[config.mk]
export PLATFORM = sky130hd
export DESIGN_NAME = entropy_mixing_word_generator
export DESIGN_NICKNAME = d
export VERILOG_FILES = /design/src/rtl/emwg_pkg.sv /design/src/rtl/entropy_mixing_word_generator.sv
export SDC_FILE = /design/constraint.sdc
export NUM_CORES = 2
export LEC_CHECK = 0
export BUFFER_PORTS_ARGS = -buffer_cell sky130_fd_sc_hd__buf_4
export CAP_MARGIN = 20
export CORE_ASPECT_RATIO = 1.1
export CORE_MARGIN = 3
export CORE_UTILIZATION = 42
export CTS_BUF_LIST = sky130_fd_sc_hd__clkbuf_4
export DETAILED_ROUTE_END_ITERATION = 16
export PLACE_DENSITY_LB_ADDON = 0.2
export SLEW_MARGIN = 20
export SYNTH_ARGS = -nofsm -noshare
export SYNTH_HDL_FRONTEND = slang
export SYNTH_SLANG_ARGS = --single-unit
[constraint.sdc]
create_clock -name aclk -period 25.7 [get_ports aclk]
set_input_delay 1.285 -clock aclk [delete_from_list [all_inputs] [get_ports aclk]]
set_output_delay 1.285 -clock aclk [all_outputs]
set_load 0.05 [all_outputs]
[src/rtl/emwg_pkg.sv]
// ----------------------------------------------------------------------------
// emwg_pkg
// Shared widths and constants for the entropy mixing word generator.
// ----------------------------------------------------------------------------
`default_nettype none

package emwg_pkg;

    localparam int WORD_W  = 64;
    localparam int HALF_W  = WORD_W / 2;
    localparam int BYTES_W = 4;

    // seed offset and xorshift64* output multiplier
    localparam logic [WORD_W-1:0] SEED_CONST = 64'h9E37_79B9_7F4A_7C15;
    localparam logic [WORD_W-1:0] STAR_MULT  = 64'h2545_F491_4F6C_DD1D;

    // xorshift shift amounts
    localparam int XS_SHIFT_A = 12;
    localparam int XS_SHIFT_B = 25;
    localparam int XS_SHIFT_C = 27;

    // tick shifts for seeding and mixing
    localparam int SEED_TICK_SHIFT = 17;
    localparam int MIX_TICK_SHIFT  = 9;

    localparam logic [BYTES_W-1:0] BYTES_MAX = 4'd8;

    typedef logic [WORD_W-1:0] word_t;

endpackage : emwg_pkg

`default_nettype wire

[src/rtl/entropy_mixing_word_generator.sv]
// ----------------------------------------------------------------------------
// entropy_mixing_word_generator
// One 64-bit mixed random word per request: hardware word or xorshift64*
// product, folded into a running mix with cycle count, tick and task tag.
// ----------------------------------------------------------------------------
//
//  channel   ports            direction  handshake
//  --------  ---------------  ---------  ---------------------------------
//  input     s_*              in         s_valid / s_ready
//  result    m_*              out        m_valid / m_ready
//  config    cfg_wr_*         in         cfg_wr_en, taken every cycle
//
//  one request accepted per cycle while s_ready is high, one result per request, in order
//  registered stages from accept to m_valid: state step, split multiply, mix
//  the fallback state is seeded or stepped at accept, so back-to-back requests chain
//  reset clears the fallback state, the running mix, the source flag, valids
//  each stage holds when the next one is full, so a stalled result does not
//  stop requests until all three stages are occupied
//
`default_nettype none

module entropy_mixing_word_generator (
    input  wire logic                         aclk,
    input  wire logic                         aresetn,
    // configuration
    input  wire logic                         cfg_wr_en,
    input  wire logic                         cfg_wr_data,
    // request channel
    input  wire logic                         s_valid,
    output logic                              s_ready,
    input  wire logic                         s_first_of_request,
    input  wire logic                         s_hw_ok,
    input  wire logic [emwg_pkg::WORD_W-1:0]  s_hw_word,
    input  wire logic [emwg_pkg::WORD_W-1:0]  s_cycle_count,
    input  wire logic [emwg_pkg::WORD_W-1:0]  s_tick_ms,
    input  wire logic [emwg_pkg::WORD_W-1:0]  s_task_tag,
    input  wire logic [emwg_pkg::BYTES_W-1:0] s_byte_count,
    // result channel
    output logic                              m_valid,
    input  wire logic                         m_ready,
    output logic [emwg_pkg::WORD_W-1:0]       m_out_word,
    output logic [emwg_pkg::BYTES_W-1:0]      m_valid_bytes
);
    import emwg_pkg::*;

    // hardware source present flag
    logic hw_present_reg;

    // xorshift state and running mix (mix doubles as the output word register)
    word_t fallback_reg, fallback_next;
    word_t mix_reg, mix_next;

    // stage 1: stepped state plus side terms
    logic                p1_valid_reg;
    logic                p1_use_hw_reg;
    logic                p1_first_reg;
    word_t               p1_state_reg;
    word_t               p1_hw_word_reg;
    word_t               p1_side_reg;
    logic [BYTES_W-1:0]  p1_bytes_reg;

    // stage 2: partial products
    logic                p2_valid_reg;
    logic                p2_use_hw_reg;
    logic                p2_first_reg;
    word_t               p2_ll_reg;
    logic [HALF_W-1:0]   p2_x1_reg;
    logic [HALF_W-1:0]   p2_x2_reg;
    word_t               p2_hw_word_reg;
    word_t               p2_side_reg;
    logic [BYTES_W-1:0]  p2_bytes_reg;

    // result stage
    logic                out_valid_reg;
    logic [BYTES_W-1:0]  out_bytes_reg;

    logic rdy_out, rdy_p2, s_fire, p1_move, p2_move;

    // backpressure: a stage can load when empty or when it moves on
    assign rdy_out = !out_valid_reg || m_ready;
    assign rdy_p2  = !p2_valid_reg || rdy_out;
    assign s_ready = !p1_valid_reg || rdy_p2;
    assign s_fire  = s_valid && s_ready;
    assign p1_move = p1_valid_reg && rdy_p2;
    assign p2_move = p2_valid_reg && rdy_out;

    // seed check, hardware path choice and one xorshift step at accept
    word_t seeded, xs_a, xs_b, xs_c, side_term;
    logic  use_hw;
    logic [BYTES_W-1:0] bytes_sat;

    always_comb begin
        if (fallback_reg == '0) begin
            seeded = s_cycle_count ^ (s_tick_ms << SEED_TICK_SHIFT) ^ SEED_CONST;
        end else begin
            seeded = fallback_reg;
        end
        xs_a = seeded ^ (seeded >> XS_SHIFT_A);
        xs_b = xs_a ^ (xs_a << XS_SHIFT_B);
        xs_c = xs_b ^ (xs_b >> XS_SHIFT_C);
        use_hw = hw_present_reg && s_hw_ok;
        // state is seeded either way but only stepped on the fallback path
        fallback_next = use_hw ? seeded : xs_c;
        side_term = s_cycle_count ^ (s_tick_ms << MIX_TICK_SHIFT) ^ s_task_tag;
        bytes_sat = (s_byte_count > BYTES_MAX) ? BYTES_MAX : s_byte_count;
    end

    // low 64 bits of state * multiplier, from three 32x32 partial products
    logic [HALF_W-1:0] st_lo, st_hi;
    word_t             ll_next;
    logic [HALF_W-1:0] x1_next, x2_next;

    always_comb begin
        st_lo   = p1_state_reg[HALF_W-1:0];
        st_hi   = p1_state_reg[WORD_W-1:HALF_W];
        ll_next = WORD_W'(st_lo) * WORD_W'(STAR_MULT[HALF_W-1:0]);
        x1_next = st_hi * STAR_MULT[HALF_W-1:0];
        x2_next = st_lo * STAR_MULT[WORD_W-1:HALF_W];
    end

    // final product sum and the mix update
    word_t product, mix_in;

    always_comb begin
        product = p2_ll_reg + {p2_x1_reg + p2_x2_reg, {HALF_W{1'b0}}};
        mix_in  = p2_use_hw_reg ? p2_hw_word_reg : product;
        mix_next = (p2_first_reg ? '0 : mix_reg) ^ mix_in ^ p2_side_reg;
    end

    // control and state registers
    always_ff @(posedge aclk) begin
        if (!aresetn) begin
            hw_present_reg <= 1'b0;
            fallback_reg   <= '0;
            mix_reg        <= '0;
            p1_valid_reg   <= 1'b0;
            p2_valid_reg   <= 1'b0;
            out_valid_reg  <= 1'b0;
        end else begin
            if (cfg_wr_en) begin
                hw_present_reg <= cfg_wr_data;
            end
            if (s_fire) begin
                fallback_reg <= fallback_next;
            end
            if (p2_move) begin
                mix_reg <= mix_next;
            end
            if (s_ready) begin
                p1_valid_reg <= s_valid;
            end
            if (rdy_p2) begin
                p2_valid_reg <= p1_valid_reg;
            end
            if (rdy_out) begin
                out_valid_reg <= p2_valid_reg;
            end
        end
    end

    // payload registers
    always_ff @(posedge aclk) begin
        if (s_fire) begin
            p1_use_hw_reg  <= use_hw;
            p1_first_reg   <= s_first_of_request;
            p1_state_reg   <= fallback_next;
            p1_hw_word_reg <= s_hw_word;
            p1_side_reg    <= side_term;
            p1_bytes_reg   <= bytes_sat;
        end
        if (p1_move) begin
            p2_use_hw_reg  <= p1_use_hw_reg;
            p2_first_reg   <= p1_first_reg;
            p2_ll_reg      <= ll_next;
            p2_x1_reg      <= x1_next;
            p2_x2_reg      <= x2_next;
            p2_hw_word_reg <= p1_hw_word_reg;
            p2_side_reg    <= p1_side_reg;
            p2_bytes_reg   <= p1_bytes_reg;
        end
        if (p2_move) begin
            out_bytes_reg <= p2_bytes_reg;
        end
    end

    assign m_valid       = out_valid_reg;
    assign m_out_word    = mix_reg;
    assign m_valid_bytes = out_bytes_reg;

endmodule : entropy_mixing_word_generator

`default_nettype wire

Word-level counts from Yosys, hierarchy flattened
Cells that the tools add are included.
Operators by class
  add/sub/neg operators: 2
  multiply operators: 3
  magnitude comparators: 1
  mux-type cells: 4
  bitwise operators: 9
  reductions and logical operators: 11
Operators with widths (count)
  $xor A64 B64 Y64: 6
  $mux W64: 4
  $add A63 B64 Y64: 1
  $logic_not A64 Y1: 1
  $xor A64 B37 Y64: 1
  $xor A64 B52 Y64: 1
  $mul A32 B31 Y63 const B: 1
  $not A38 Y38: 1
  $add A32 B32 Y32: 1
  $mul A32 B30 Y32 const B: 1
  $mul A32 B31 Y32 const B: 1
  $gt A4 B4 Y1 const B: 1
  $logic_and A1 B1 Y1: 4
  $logic_not A1 Y1: 3
  $logic_or A1 B1 Y1: 3
Word-level totals
  flip-flop bits (word level): 595
  bits of input ports: 268
  logic and storage cells: 51

Logic depth before layout (Yosys ltp)
  depth in word-level cells: 7
  mapped depth: 27
  gate-level depth less buffers: 27

Worst setup path after synthesis
Ideal clock, no wire load.
  kind: input to register
  from: input m_ready
  to: register p2_bytes_reg[0] (enable)
  setup time: 1.276 ns
  arrival time: 19.998 ns
  path slack: 4.426 ns
  stages: 2
  buffers on the path: 0
  cell sequence: nor2b_1 a21boi_0
On the way
  longest elaborated chain between the ends: 3
RTL lines
  start: declaration: line entropy_mixing_word_generator.sv:40  | input wire logic m_ready,
  $logic_or A1 B1 Y1: line entropy_mixing_word_generator.sv:80  | assign rdy_out = !out_valid_reg || m_ready;
  $logic_or A1 B1 Y1: line entropy_mixing_word_generator.sv:81  | assign rdy_p2 = !p2_valid_reg || rdy_out;
  $logic_and A1 B1 Y1: line entropy_mixing_word_generator.sv:84  | assign p1_move = p1_valid_reg && rdy_p2;
  net p1_move: line entropy_mixing_word_generator.sv:77  | logic rdy_out, rdy_p2, s_fire, p1_move, p2_move;
  end signal: assignment: line entropy_mixing_word_generator.sv:179  | p2_bytes_reg <= p1_bytes_reg;
  end: declaration: line entropy_mixing_word_generator.sv:71  | logic [BYTES_W-1:0] p2_bytes_reg;
The timed path passes the listed nets, and every way through them passes these cells.
A chain may end at the register's enable or synchronous reset.

Worst setup path after layout
  from: register p1_state_reg[18]
  to: register p2_ll_reg[62] (data pin)
On the way
  longest elaborated chain between the ends: 1
RTL lines
  start: declaration: line entropy_mixing_word_generator.sv:57  | word_t p1_state_reg;
  start signal: assignment: line entropy_mixing_word_generator.sv:166  | p1_state_reg <= fallback_next;
  $mul A32 B31 Y63: line entropy_mixing_word_generator.sv:116  | ll_next = WORD_W'(st_lo) * WORD_W'(STAR_MULT[HALF_W-1:0]);
  net ll_next[62]: line entropy_mixing_word_generator.sv:110  | word_t ll_next;
  end signal: assignment: line entropy_mixing_word_generator.sv:174  | p2_ll_reg <= ll_next;
  end: declaration: line entropy_mixing_word_generator.sv:66  | word_t p2_ll_reg;
The timed path passes the listed nets, and every way through them passes these cells.

==> reports/results.txt <==
Status: completed
Die ar.: 0.153 sq mm
Grt met1 use: 32.5%
Initial DRC count: 2645
Reg2Reg Setup Slack: 16.24 ns
Vias/cell: 5.15
Worst Clk Skew: 0.0877 ns
Clock-pin transition on the worst setup and hold timing paths: 0.08 ns
I/O Buffers: 328
Layout cell share with drive strength beyond 1: 10.9%
Yosys top cell area share: 25.8%
Seq cells post-synth: 593
Final hold violation count: 0
Arr. time, crit path: 10.21 ns
CTS H-tree lvls: 4
Clk root buf: clkbuf_4
Synth unique cells: 84
TritonCTS Sinks: 593
Clock Path Buffers: 3
Grt total ovfl: 0
Final setup vio count: 0
Met2 Use GR: 43.7%
DRC violations left: 0
Nets: 8073
Synthesis-to-finish area growth: 11.4%
Syn_nets: 7632
Ys async rst share: 0%
Via count: 42900
Number of flops mapped to enable cells by yosys: 461
CP endpoint kind: register
CP endpoint: p2_ll_reg[62]
Final Critical Period: 9.46 ns
Post-route ant nets: 0
Syn Std Cell Area: 0.0625 sq mm
Post-CTS Repair Setup Buffers: 0
DRT Pass-1 Iters: 5
Core Rows: 147
Post-CTS sizing: 0
Post-Route WL: 191000 um
Post-Synthesis Cells: 5794
Core Footprint: 0.147 sq mm
CP Max Fanout: 11
Met3 usage in global routing: 3.40%
Yosys top cell by area: fa_1
Worst EP required: 26.46 ns
Post-synthesis sequential area ratio: 26.4%
Post-synth top flop: edfxtp_1
Yosys warning total: 0
First-pass GRT wire length: 285000 um
Max cap viols: 0
DPL Wire Length: 158000 um
Most used routing layer: met2
Gr usage total: 25.2%
Initial antenna violation count: 11
Largest net degree at the start of global routing: 149
Number of global-route vias before repair: 44800
Initial Utilization: 42.6%
Max Clk Rate: 0.106 GHz
Final Cycle Share: 36.8%
Commonest cells post-synth: inv_1, fa_1, ha_1
Critical path startpoint category: register
Max-slew violation count: 0
Die Y: 410 um
Worst hold path class: input pin to register
Top Ports: 338
Cts bufs inserted: 161
Wire per inst: 23.0 um
Worst setup startpoint: p1_state_reg[18]
Average instance area after synthesis: 10.8 sq um
Top post-synthesis cells by area: fa_1, edfxtp_1, ha_1, inv_1, xnor2_1
Sum of negative setup slack: 0 ns
FF-to-FF path depth: 23
Die width: 374 um
Number of buffers inserted by hold repair at cts: 0
Routability cong.: 0.940
CTS tree: done
Least-Margin Pin Slew: 0.990 ns
Most frequent cell after synthesis: inv_1
CP Class: register to register
Worst R2R End: p2_ll_reg[62]
Worst-Skew Late Latency: 1.05 ns
Worst reg2reg startpoint: p1_state_reg[18]
Slew headroom: 33.5%
RSZ-0062 raised after global routing: false
layer usage:
metal | vias up | part of all wire, %
met5 | - | 0.013
met4 | 4 | 3.2
met3 | 240 | 4.9
met2 | 1204 | 50
met1 | 21500 | 42
li1 | 19900 | -
critical path: stages, from the launching register on:
cell and delay (ns):
edfxtp_1 0.34, buf_4 0.31, inv_1 0.41, fa_1 0.68
inv_1 0.09, fa_1 0.53, inv_1 0.08, fa_1 0.50
fa_1 0.52, inv_1 0.05, fa_1 0.54, fa_1 0.43
fa_1 0.53, fa_1 0.43, ha_1 0.38, and3_1 0.42
and2_1 0.32, o2111ai_1 0.54, a311oi_1 0.80, o2111ai_1 0.24
a211oi_1 0.38, nor3_1 0.11, a311oi_1 0.34, xnor2_1 0.15
stage by stage:
stage	hold slack (ns)	utilization [%]	instances	instance area, sq um	setup slack [ns]
final	0.387	47.4	8317	69600	16.24
after global routing	0.268	47.4	8315	69600	16.09
after global placement	0.401	45.9	8007	67300	16.64
after CTS	0.238	47.4	8308	69500	16.55
after detailed placement	0.405	45.9	8008	67400	16.61
after floorplan	0.400	-	5794	62500	4.43
how the worst min path moves through the flow:
stage | start | end | slack, ns | depth (start not counted)
6_report | s_hw_word[23] | p1_hw_word_reg[23] | 0.39 | 1
5_1_grt | s_hw_word[3] | p1_hw_word_reg[3] | 0.27 | 1
2_1_floorplan | p2_bytes_reg[0] | m_valid_bytes[0] | 0.40 | 0
4_1_cts | s_hw_word[3] | p1_hw_word_reg[3] | 0.24 | 1
3_3_place_gp | p1_bytes_reg[2] | p2_bytes_reg[2] | 0.40 | 0
3_5_place_dp | p1_hw_word_reg[13] | p2_hw_word_reg[13] | 0.40 | 0
layout by cell type, fill, tap and decap left out, types with 9 or more instances in the layout:
cell      synthesis  routed
inv_1          1288    1286
fa_1            806     806
ha_1            764     764
edfxtp_1        461     461
xnor2_1         436     436
buf_4             2     378
nand2_1         253     252
clkbuf_4          0     239
a21oi_1         214     214
o21ai_0         208     208
xor2_1          150     150
dfxtp_1         132     132
nor2_1          120     120
nor2b_1          97      97
a21o_1           96      96
mux2i_1          63      63
a22oi_1          53      53
nand3_1          42      42
a211oi_1         40      40
a21boi_0         41      40
nor3_1           37      37
clkinv_1          1      37
o21a_1           32      32
nand4_1          31      31
o21bai_1         27      27
and2_1           22      22
a31oi_1          22      22
nand2b_1         21      20
and3_1           20      20
nor4_1           19      19
o211ai_1         17      17
nor3b_1          17      17
o31ai_1          13      13
a21boi_1         10      10
clkinv_2          0      10
mux2_2            9       9
or2_2             9       9
final cells by class:
type	instances	area [sq um]
Antenna cell	8	20.0
Clock buffer	239	1790
Clock inverter	61	370
Fill cell	13900	77200
Inverter	1289	4850
Multi-Input combinational cell	3809	40700
Sequential cell	593	16500
Tap cell	1937	2420
Timing Repair Buffer	381	2900
kinds of logic after synthesis:
family	count (synthesis)	share of synthesized area [%]
AO/OA/AOI/OAI	846	8.67
adder cells (fa/ha/maj)	1570	41.1
multiplexers	72	1.17
flip-flops	593	26.4
buffers and inverters	1392	8.43
AND/OR/NAND/NOR	731	5.87
XOR/XNOR	590	8.33
Power is not shown: default switching activity piles up to over one toggle a cycle in this logic, so the estimate is an artifact.
